### config.mk
export PLATFORM = sky130hd
export DESIGN_NAME = modular_exponentiation_core
export DESIGN_NICKNAME = d
export VERILOG_FILES = /design/src/hw/rtl/mexp_pkg.sv /design/src/hw/rtl/mexp_modmul.sv /design/src/hw/rtl/mexp_datapath.sv /design/src/hw/rtl/mexp_ctrl.sv /design/src/hw/rtl/modular_exponentiation_core.sv
export SDC_FILE = /design/constraint.sdc
export NUM_CORES = 2
export LEC_CHECK = 0
export ABC_AREA = 1
export BUFFER_PORTS_ARGS = -buffer_cell sky130_fd_sc_hd__clkbuf_2
export CAP_MARGIN = 20
export CORE_ASPECT_RATIO = 1.75
export CORE_MARGIN = 2
export CORE_UTILIZATION = 55
export DETAILED_ROUTE_END_ITERATION = 8
export GPL_TIMING_DRIVEN = 0
export PLACE_DENSITY = 0.71
export SETUP_SLACK_MARGIN = 0.2
export SYNTH_ARGS = -nofsm -noshare
export SYNTH_HDL_FRONTEND = slang
export SYNTH_SLANG_ARGS = --single-unit
### constraint.sdc
create_clock -name clk -period 25.1 [get_ports clk]
set_input_delay 1.255 -clock clk [delete_from_list [all_inputs] [get_ports clk]]
set_output_delay 1.255 -clock clk [all_outputs]
set_load 0.01 [all_outputs]
### src/hw/rtl/mexp_pkg.sv
// ----------------------------------------------------------------------------
// mexp_pkg
// shared constants, command and status types of the modular exponentiation core
// ----------------------------------------------------------------------------
package mexp_pkg;

	localparam int RES_W = 30;
	localparam int BASE_W = 32;
	localparam int EXP_W = 63;

	localparam logic [RES_W-1:0] MODULUS = 30'd1000000007;
	// barrett factor floor(2^60 / modulus)
	localparam logic [30:0] BARRETT_MU = 31'((64'd1 << 60) / 64'd1000000007);

	typedef enum logic {
		TAG_SQ  = 1'b0,
		TAG_ACC = 1'b1
	} mexp_tag_t;

	typedef struct packed {
		logic load;
		logic reduce;
		logic issue_sq;
		logic issue_acc;
		logic shift_exp;
		logic emit;
	} mexp_cmd_t;

	typedef struct packed {
		logic base_ge_p;
		logic exp_zero;
		logic exp_bit0;
		logic exp_rest_zero;
		logic pipe_busy;
		logic out_free;
	} mexp_status_t;

endpackage

### src/hw/rtl/mexp_modmul.sv
// ----------------------------------------------------------------------------
// mexp_modmul
// four-stage barrett modular multiplier, product reduced modulo the prime
// ----------------------------------------------------------------------------
module mexp_modmul import mexp_pkg::*; (
	input  logic             clk,
	input  logic             arst_n,
	input  logic             op_valid,
	input  mexp_tag_t        op_tag,
	input  logic [RES_W-1:0] op_a,
	input  logic [RES_W-1:0] op_b,
	output logic             res_valid,
	output mexp_tag_t        res_tag,
	output logic [RES_W-1:0] res,
	output logic             busy
);

	logic [59:0] z_s1;
	logic [61:0] t_s2;
	logic [31:0] zlo_s2;
	logic [31:0] zlo_s3;
	logic [31:0] qp_s3;
	logic [RES_W-1:0] res_s4;
	logic [3:0] v_q;
	mexp_tag_t tag_s1, tag_s2, tag_s3, tag_s4;

	logic [60:0] qp_full;
	logic [31:0] r0, r1, r2;

	assign qp_full = t_s2[61:31] * MODULUS;
	assign r0 = zlo_s3 - qp_s3;
	assign r1 = r0 - {2'b00, MODULUS};
	assign r2 = r0 - {1'b0, MODULUS, 1'b0};

	always_ff @(posedge clk or negedge arst_n) begin
		if (!arst_n) begin
			v_q <= '0;
		end else begin
			v_q <= {v_q[2:0], op_valid};
		end
	end

	always_ff @(posedge clk) begin
		z_s1   <= op_a * op_b;
		tag_s1 <= op_tag;
		t_s2   <= z_s1[59:29] * BARRETT_MU;
		zlo_s2 <= z_s1[31:0];
		tag_s2 <= tag_s1;
		qp_s3  <= qp_full[31:0];
		zlo_s3 <= zlo_s2;
		tag_s3 <= tag_s2;
		tag_s4 <= tag_s3;
		if (r0 >= {1'b0, MODULUS, 1'b0}) begin
			res_s4 <= r2[RES_W-1:0];
		end else if (r0 >= {2'b00, MODULUS}) begin
			res_s4 <= r1[RES_W-1:0];
		end else begin
			res_s4 <= r0[RES_W-1:0];
		end
	end

	assign res_valid = v_q[3];
	assign res_tag = tag_s4;
	assign res = res_s4;
	assign busy = |v_q;

endmodule

### src/hw/rtl/mexp_datapath.sv
// ----------------------------------------------------------------------------
// mexp_datapath
// base, square, accumulator and exponent registers around the modular multiplier
// ----------------------------------------------------------------------------
module mexp_datapath import mexp_pkg::*; #(
	parameter int EXP_BITS = 63
) (
	input  logic              clk,
	input  logic              arst_n,
	input  mexp_cmd_t         cmd,
	output mexp_status_t      status,
	input  logic [BASE_W-1:0] base,
	input  logic [EXP_W-1:0]  exponent,
	input  logic              out_stall,
	output logic              out_valid,
	output logic [RES_W-1:0]  result
);

	logic [BASE_W-1:0] sq_q;
	logic [RES_W-1:0] acc_q;
	logic [EXP_BITS-1:0] exp_q;
	logic [RES_W-1:0] result_q;
	logic out_valid_q;

	logic mm_valid;
	mexp_tag_t mm_tag;
	mexp_tag_t res_tag;
	logic res_valid;
	logic [RES_W-1:0] mm_res;
	logic mm_busy;

	assign mm_valid = cmd.issue_sq | cmd.issue_acc;
	assign mm_tag = cmd.issue_acc ? TAG_ACC : TAG_SQ;

	mexp_modmul u_modmul (
		.clk       (clk),
		.arst_n    (arst_n),
		.op_valid  (mm_valid),
		.op_tag    (mm_tag),
		.op_a      (cmd.issue_acc ? acc_q : sq_q[RES_W-1:0]),
		.op_b      (sq_q[RES_W-1:0]),
		.res_valid (res_valid),
		.res_tag   (res_tag),
		.res       (mm_res),
		.busy      (mm_busy)
	);

	always_ff @(posedge clk) begin
		if (cmd.load) begin
			sq_q  <= base;
			acc_q <= RES_W'(1);
			exp_q <= exponent[EXP_BITS-1:0];
		end else begin
			if (cmd.reduce) begin
				sq_q <= sq_q - BASE_W'(MODULUS);
			end else if (res_valid && res_tag == TAG_SQ) begin
				sq_q <= BASE_W'(mm_res);
			end
			if (res_valid && res_tag == TAG_ACC) begin
				acc_q <= mm_res;
			end
			if (cmd.shift_exp) begin
				exp_q <= exp_q >> 1;
			end
		end
		if (cmd.emit) begin
			result_q <= acc_q;
		end
	end

	always_ff @(posedge clk or negedge arst_n) begin
		if (!arst_n) begin
			out_valid_q <= 1'b0;
		end else if (cmd.emit) begin
			out_valid_q <= 1'b1;
		end else if (!out_stall) begin
			out_valid_q <= 1'b0;
		end
	end

	assign status.base_ge_p = sq_q >= BASE_W'(MODULUS);
	assign status.exp_zero = exp_q == '0;
	assign status.exp_bit0 = exp_q[0];
	assign status.exp_rest_zero = (exp_q >> 1) == '0;
	assign status.pipe_busy = mm_busy;
	assign status.out_free = !out_valid_q || !out_stall;

	assign out_valid = out_valid_q;
	assign result = result_q;

endmodule

### src/hw/rtl/mexp_ctrl.sv
// ----------------------------------------------------------------------------
// mexp_ctrl
// sequencer for base reduction and the square-and-multiply bit loop
// ----------------------------------------------------------------------------
module mexp_ctrl import mexp_pkg::*; (
	input  logic         clk,
	input  logic         arst_n,
	input  logic         in_valid,
	output logic         in_stall,
	input  mexp_status_t status,
	output mexp_cmd_t    cmd
);

	typedef enum logic [5:0] {
		ST_IDLE      = 6'b000001,
		ST_REDUCE    = 6'b000010,
		ST_ISSUE_SQ  = 6'b000100,
		ST_ISSUE_ACC = 6'b001000,
		ST_WAIT      = 6'b010000,
		ST_FINISH    = 6'b100000
	} mexp_state_t;

	mexp_state_t state_q, state_d;

	always_ff @(posedge clk or negedge arst_n) begin
		if (!arst_n) begin
			state_q <= ST_IDLE;
		end else begin
			state_q <= state_d;
		end
	end

	always_comb begin
		state_d = state_q;
		cmd = '0;
		case (state_q)
			ST_IDLE: begin
				if (in_valid) begin
					cmd.load = 1'b1;
					state_d = ST_REDUCE;
				end
			end
			ST_REDUCE: begin
				if (status.base_ge_p) begin
					cmd.reduce = 1'b1;
				end else if (status.exp_zero) begin
					state_d = ST_FINISH;
				end else begin
					state_d = ST_ISSUE_SQ;
				end
			end
			ST_ISSUE_SQ: begin
				cmd.issue_sq = 1'b1;
				state_d = status.exp_bit0 ? ST_ISSUE_ACC : ST_WAIT;
			end
			ST_ISSUE_ACC: begin
				cmd.issue_acc = 1'b1;
				state_d = ST_WAIT;
			end
			ST_WAIT: begin
				if (!status.pipe_busy) begin
					cmd.shift_exp = 1'b1;
					state_d = status.exp_rest_zero ? ST_FINISH : ST_ISSUE_SQ;
				end
			end
			ST_FINISH: begin
				if (status.out_free) begin
					cmd.emit = 1'b1;
					state_d = ST_IDLE;
				end
			end
			default: begin
				state_d = ST_IDLE;
			end
		endcase
	end

	assign in_stall = state_q != ST_IDLE;

endmodule

### src/hw/rtl/modular_exponentiation_core.sv
// ----------------------------------------------------------------------------
// modular_exponentiation_core
// base to the power exponent modulo 1000000007, right-to-left square-and-multiply
//
// input channel: in_valid / in_stall with base and exponent; output channel:
// out_valid / out_stall with result. a transfer happens when valid is high and
// stall is low. one result per input item, in order.
// after a transfer the base is brought below the modulus by up to four
// subtractions, then each exponent bit up to the highest set one is processed
// with a square, plus a multiply into the accumulator where the bit is set, on
// the four-stage barrett multiplier that both products share. a new item is
// taken as soon as the previous one has moved to the output register, even if
// that result is still stalled. a stalled result holds in the output register
// until taken.
// reset clears the controller, the multiplier valid pipeline and the output
// valid; no other state is reset.
// ----------------------------------------------------------------------------
module modular_exponentiation_core import mexp_pkg::*; #(
	parameter int EXP_BITS = 63
) (
	input  logic              clk,
	input  logic              arst_n,
	input  logic              in_valid,
	output logic              in_stall,
	input  logic [BASE_W-1:0] base,
	input  logic [EXP_W-1:0]  exponent,
	output logic              out_valid,
	input  logic              out_stall,
	output logic [RES_W-1:0]  result
);

	mexp_cmd_t cmd;
	mexp_status_t status;

	mexp_ctrl u_ctrl (
		.clk      (clk),
		.arst_n   (arst_n),
		.in_valid (in_valid),
		.in_stall (in_stall),
		.status   (status),
		.cmd      (cmd)
	);

	mexp_datapath #(
		.EXP_BITS (EXP_BITS)
	) u_datapath (
		.clk       (clk),
		.arst_n    (arst_n),
		.cmd       (cmd),
		.status    (status),
		.base      (base),
		.exponent  (exponent),
		.out_stall (out_stall),
		.out_valid (out_valid),
		.result    (result)
	);

	a_result_range: assert property (@(posedge clk) disable iff (!arst_n)
		out_valid |-> result < MODULUS)
		else $error("result not below modulus");

	a_issue_idle_pipe: assert property (@(posedge clk) disable iff (!arst_n)
		cmd.issue_sq |-> !status.pipe_busy)
		else $error("square issued while multiplier busy");

	a_emit_free: assert property (@(posedge clk) disable iff (!arst_n)
		cmd.emit |-> status.out_free)
		else $error("result register overwritten");

	a_load_stalls: assert property (@(posedge clk) disable iff (!arst_n)
		cmd.load |=> in_stall)
		else $error("input not stalled after transfer");

endmodule
==> impl_metrics.yaml <==
status:
  status: "finished, final reports clean"
drt:
  via_per_inst: 5.69
  drtAntennaViolNets: 0
  wirelength_mm: 262
  num_vias: 56500
  drtIter0Drc: 4690
  avgRoutedWirePerCell_um: 26.4
  firstDrtPassIters: 8
  drc: 0
critical_path:
  startpoint_type: "flip-flop"
  cp-end-kind: "flip-flop"
  cp.arrival_ns: 13.11
  worst_ep_required_time_ns: 25.63
  criticalPathCategory: "reg -> reg"
  reg2reg_slack_ns: 12.53
  rr_worst_depth: 33
  slowest_delay_ns: 0.97
  crit_fanout: 10
  cpMostUsedCell: "fa_1"
  crit_slowest_cell: "clkbuf_1"
grt:
  grt_pass1_wl_mm: 385
  overflow: 0
  grt_pass1_vias: 60600
  grt_max_degree: 35
  grtUsageTotal_pct: 43.2
  antenna_found_initial: 11
final_layout:
  syn_to_final_growth_pct: 6.64
  final_nets: 10400
  drive_gt1_share_pct: 4.30
  final_cell_mix: "1901 x inv_1, 1486 x nand2_1, 1224 x fa_1"
  regArea_mm2: 0.00905
  mostFrequentLayoutCell: "inv_1"
  final_util_pct: 59.0
  multi_input_area_mm2: 0.0505
  fillers: 11300
  fin_area_mm2: 0.0721
sta:
  finalSetupTns_ns: 0
  final.setup_skew_ns: 0.0698
  period_needed_ns: 12.57
  worst_slew_pin_slew_ns: 1.35
  fmax_mhz: 79.5
  max-slew-margin-rel_pct: 9.83
  final_hold_viol_count: 0
  finalSetupViolCount: 0
  rsz0062_at_grt: "false"
  slew_viol_final: 0
  fin_crit_sh_pct: 50.1
floorplanning:
  rows: 170
  ios: 131
  dieHeight_um: 468
  fp.dieW_um: 269
  dieArea_mm2: 0.126
  core-area_mm2: 0.122
  start_util_pct: 55.3
clock_network:
  cts_post_setup_buffers_inserted: 0
  cts_resized: 0
  cts_tree: "done"
  cts_root_buffer: "clkbuf_16"
  cts_buffers: 38
  clk_latency_ns: 0.67
  cts_sinks: 387
  clockBufferDepth: 3
  htree_levels: 2
  ctsHoldBuffers: 0
  clk_pin_slew_ns: 0.08
synthesis:
  syn-cell-area_mm2: 0.0676
  synth_edf_count: 125
  synth.distinct_cells: 58
  synth_area_per_cell_um2: 8.40
  yosysWarnings: 0
  seq_area_frac_synth_pct: 13.4
  synthFlopType: "dfxtp_1"
  synth_cells: 8047
  async_flop_share_pct: 2.84
  syn_nets: 10200
  ys_ff_latch: 387
hold_path:
  hold_class: "reg -> reg"
  holdPathStages: 0
placed_design:
  place_hpwl_mm: 221
  gp_congestion: 1.09
  place_area_mm2: 0.0706
  io_buffers: 130
flow_run:
  drv_cap: 0
## stage by stage
stage | setup slack [ns] | std cells | hold slack (ns)
floorplan | 16.79 | 8047 | 0.310
global placement | 11.99 | 9811 | 0.311
detailed placement | 13.17 | 9831 | 0.312
CTS | 13.09 | 9901 | 0.314
global route | 12.54 | 9919 | 0.314
finish | 12.53 | 9922 | 0.315
## sequential cells by signal (all words and copies together) (netlist names), 31 cells and up
name	flops
u_datapath.u_modmul.qp_s3	32
u_datapath.exp_q	63
u_datapath.u_modmul.zlo_s3	32
u_datapath.sq_q	32
u_datapath.u_modmul.zlo_s2	32
u_datapath.u_modmul.t_s2	31
u_datapath.u_modmul.z_s1	60
## layout make-up
| type | count | share of cell area (%) |
|---|---|---|
| multi-input combinational | 5511 | 70.0 |
| sequential | 387 | 12.6 |
| inverter | 1938 | 10.1 |
| tap | 1634 | 2.84 |
| timing repair buffer | 164 | 1.49 |
| clock buffer | 48 | 1.40 |
| buffer | 211 | 1.20 |
| clock inverter | 22 | 0.432 |
| antenna | 7 | 0.0243 |
## worst paths after layout
kind,start,endpoint
setup / recovery,u_ctrl.state_q[1],u_datapath.u_modmul.z_s1[45]
hold / removal,u_datapath.u_modmul.zlo_s2[1],u_datapath.u_modmul.zlo_s3[1]
setup reg to reg,u_ctrl.state_q[1],u_datapath.u_modmul.z_s1[45]
hold reg to reg,u_datapath.u_modmul.zlo_s2[1],u_datapath.u_modmul.zlo_s3[1]
max in group asynchronous,arst_n,u_ctrl.state_q[0]
min in group asynchronous,arst_n,u_ctrl.state_q[1]
## cell families (layout without fill, tap and decap cells)
logic type	after synthesis	after routing	synth area share, %
DFF	387	387	13.4
buffers and inverters	2149	2383	12.0
adders and majority gates	2021	2021	51.0
and+or+nand+nor	2664	2664	15.9
other	0	7	0
AOI/OAI and AO/OA	630	630	5.16
xor gates and xnor gates	196	196	2.54
## metal layers
layer / wire length (um) / vias up / part of all wire [%] / track usage [%]
met5: 73 / - / 0.028 / 0
li1: - / 24700 / - / -
met3: 21200 / 1311 / 8.1 / 10.3
met1: 78100 / 27500 / 30 / 41.6
met4: 37600 / 10 / 14 / 47.6
met2: 125000 / 2987 / 48 / 71.7
## critical path, delay by kind of cell, from the launching register on
kind / cells / cell delay (ns)
fa+ha+maj: 9 / 4.61
compound gates: 6 / 3.00
buf+inv: 9 / 2.19
simple gates: 9 / 2.19
flops: 1 / 0.42
## Yosys cell counts (all sizes together) (9+ instances only)
| master | instances | area share [%] |
|---|---|---|
| a31oi | 45 | 0.42 |
| buf | 28 | 0.26 |
| xnor2 | 67 | 0.87 |
| dfxtp | 251 | 7.4 |
| nor2 | 813 | 4.6 |
| fa | 1224 | 36 |
| o211ai | 15 | 0.17 |
| dfrtp | 10 | 0.37 |
| inv | 1923 | 11 |
| nor4 | 30 | 0.29 |
| nand3 | 192 | 1.5 |
| o21ai | 205 | 1.5 |
| a21oi | 294 | 2.2 |
| nand2 | 1514 | 8.5 |
| or2 | 14 | 0.13 |
| o21a | 17 | 0.19 |
| nand4 | 56 | 0.53 |
| clkinv | 15 | 0.083 |
| nor3 | 35 | 0.27 |
| a21o | 9 | 0.10 |
| ha | 797 | 15 |
| edfxtp | 125 | 5.6 |
| o21bai | 9 | 0.10 |
| clkbuf | 183 | 1.0 |
| xor2 | 129 | 1.7 |
Power is not shown: default switching activity piles up to over one toggle a cycle in this logic, so the estimate is an artifact.
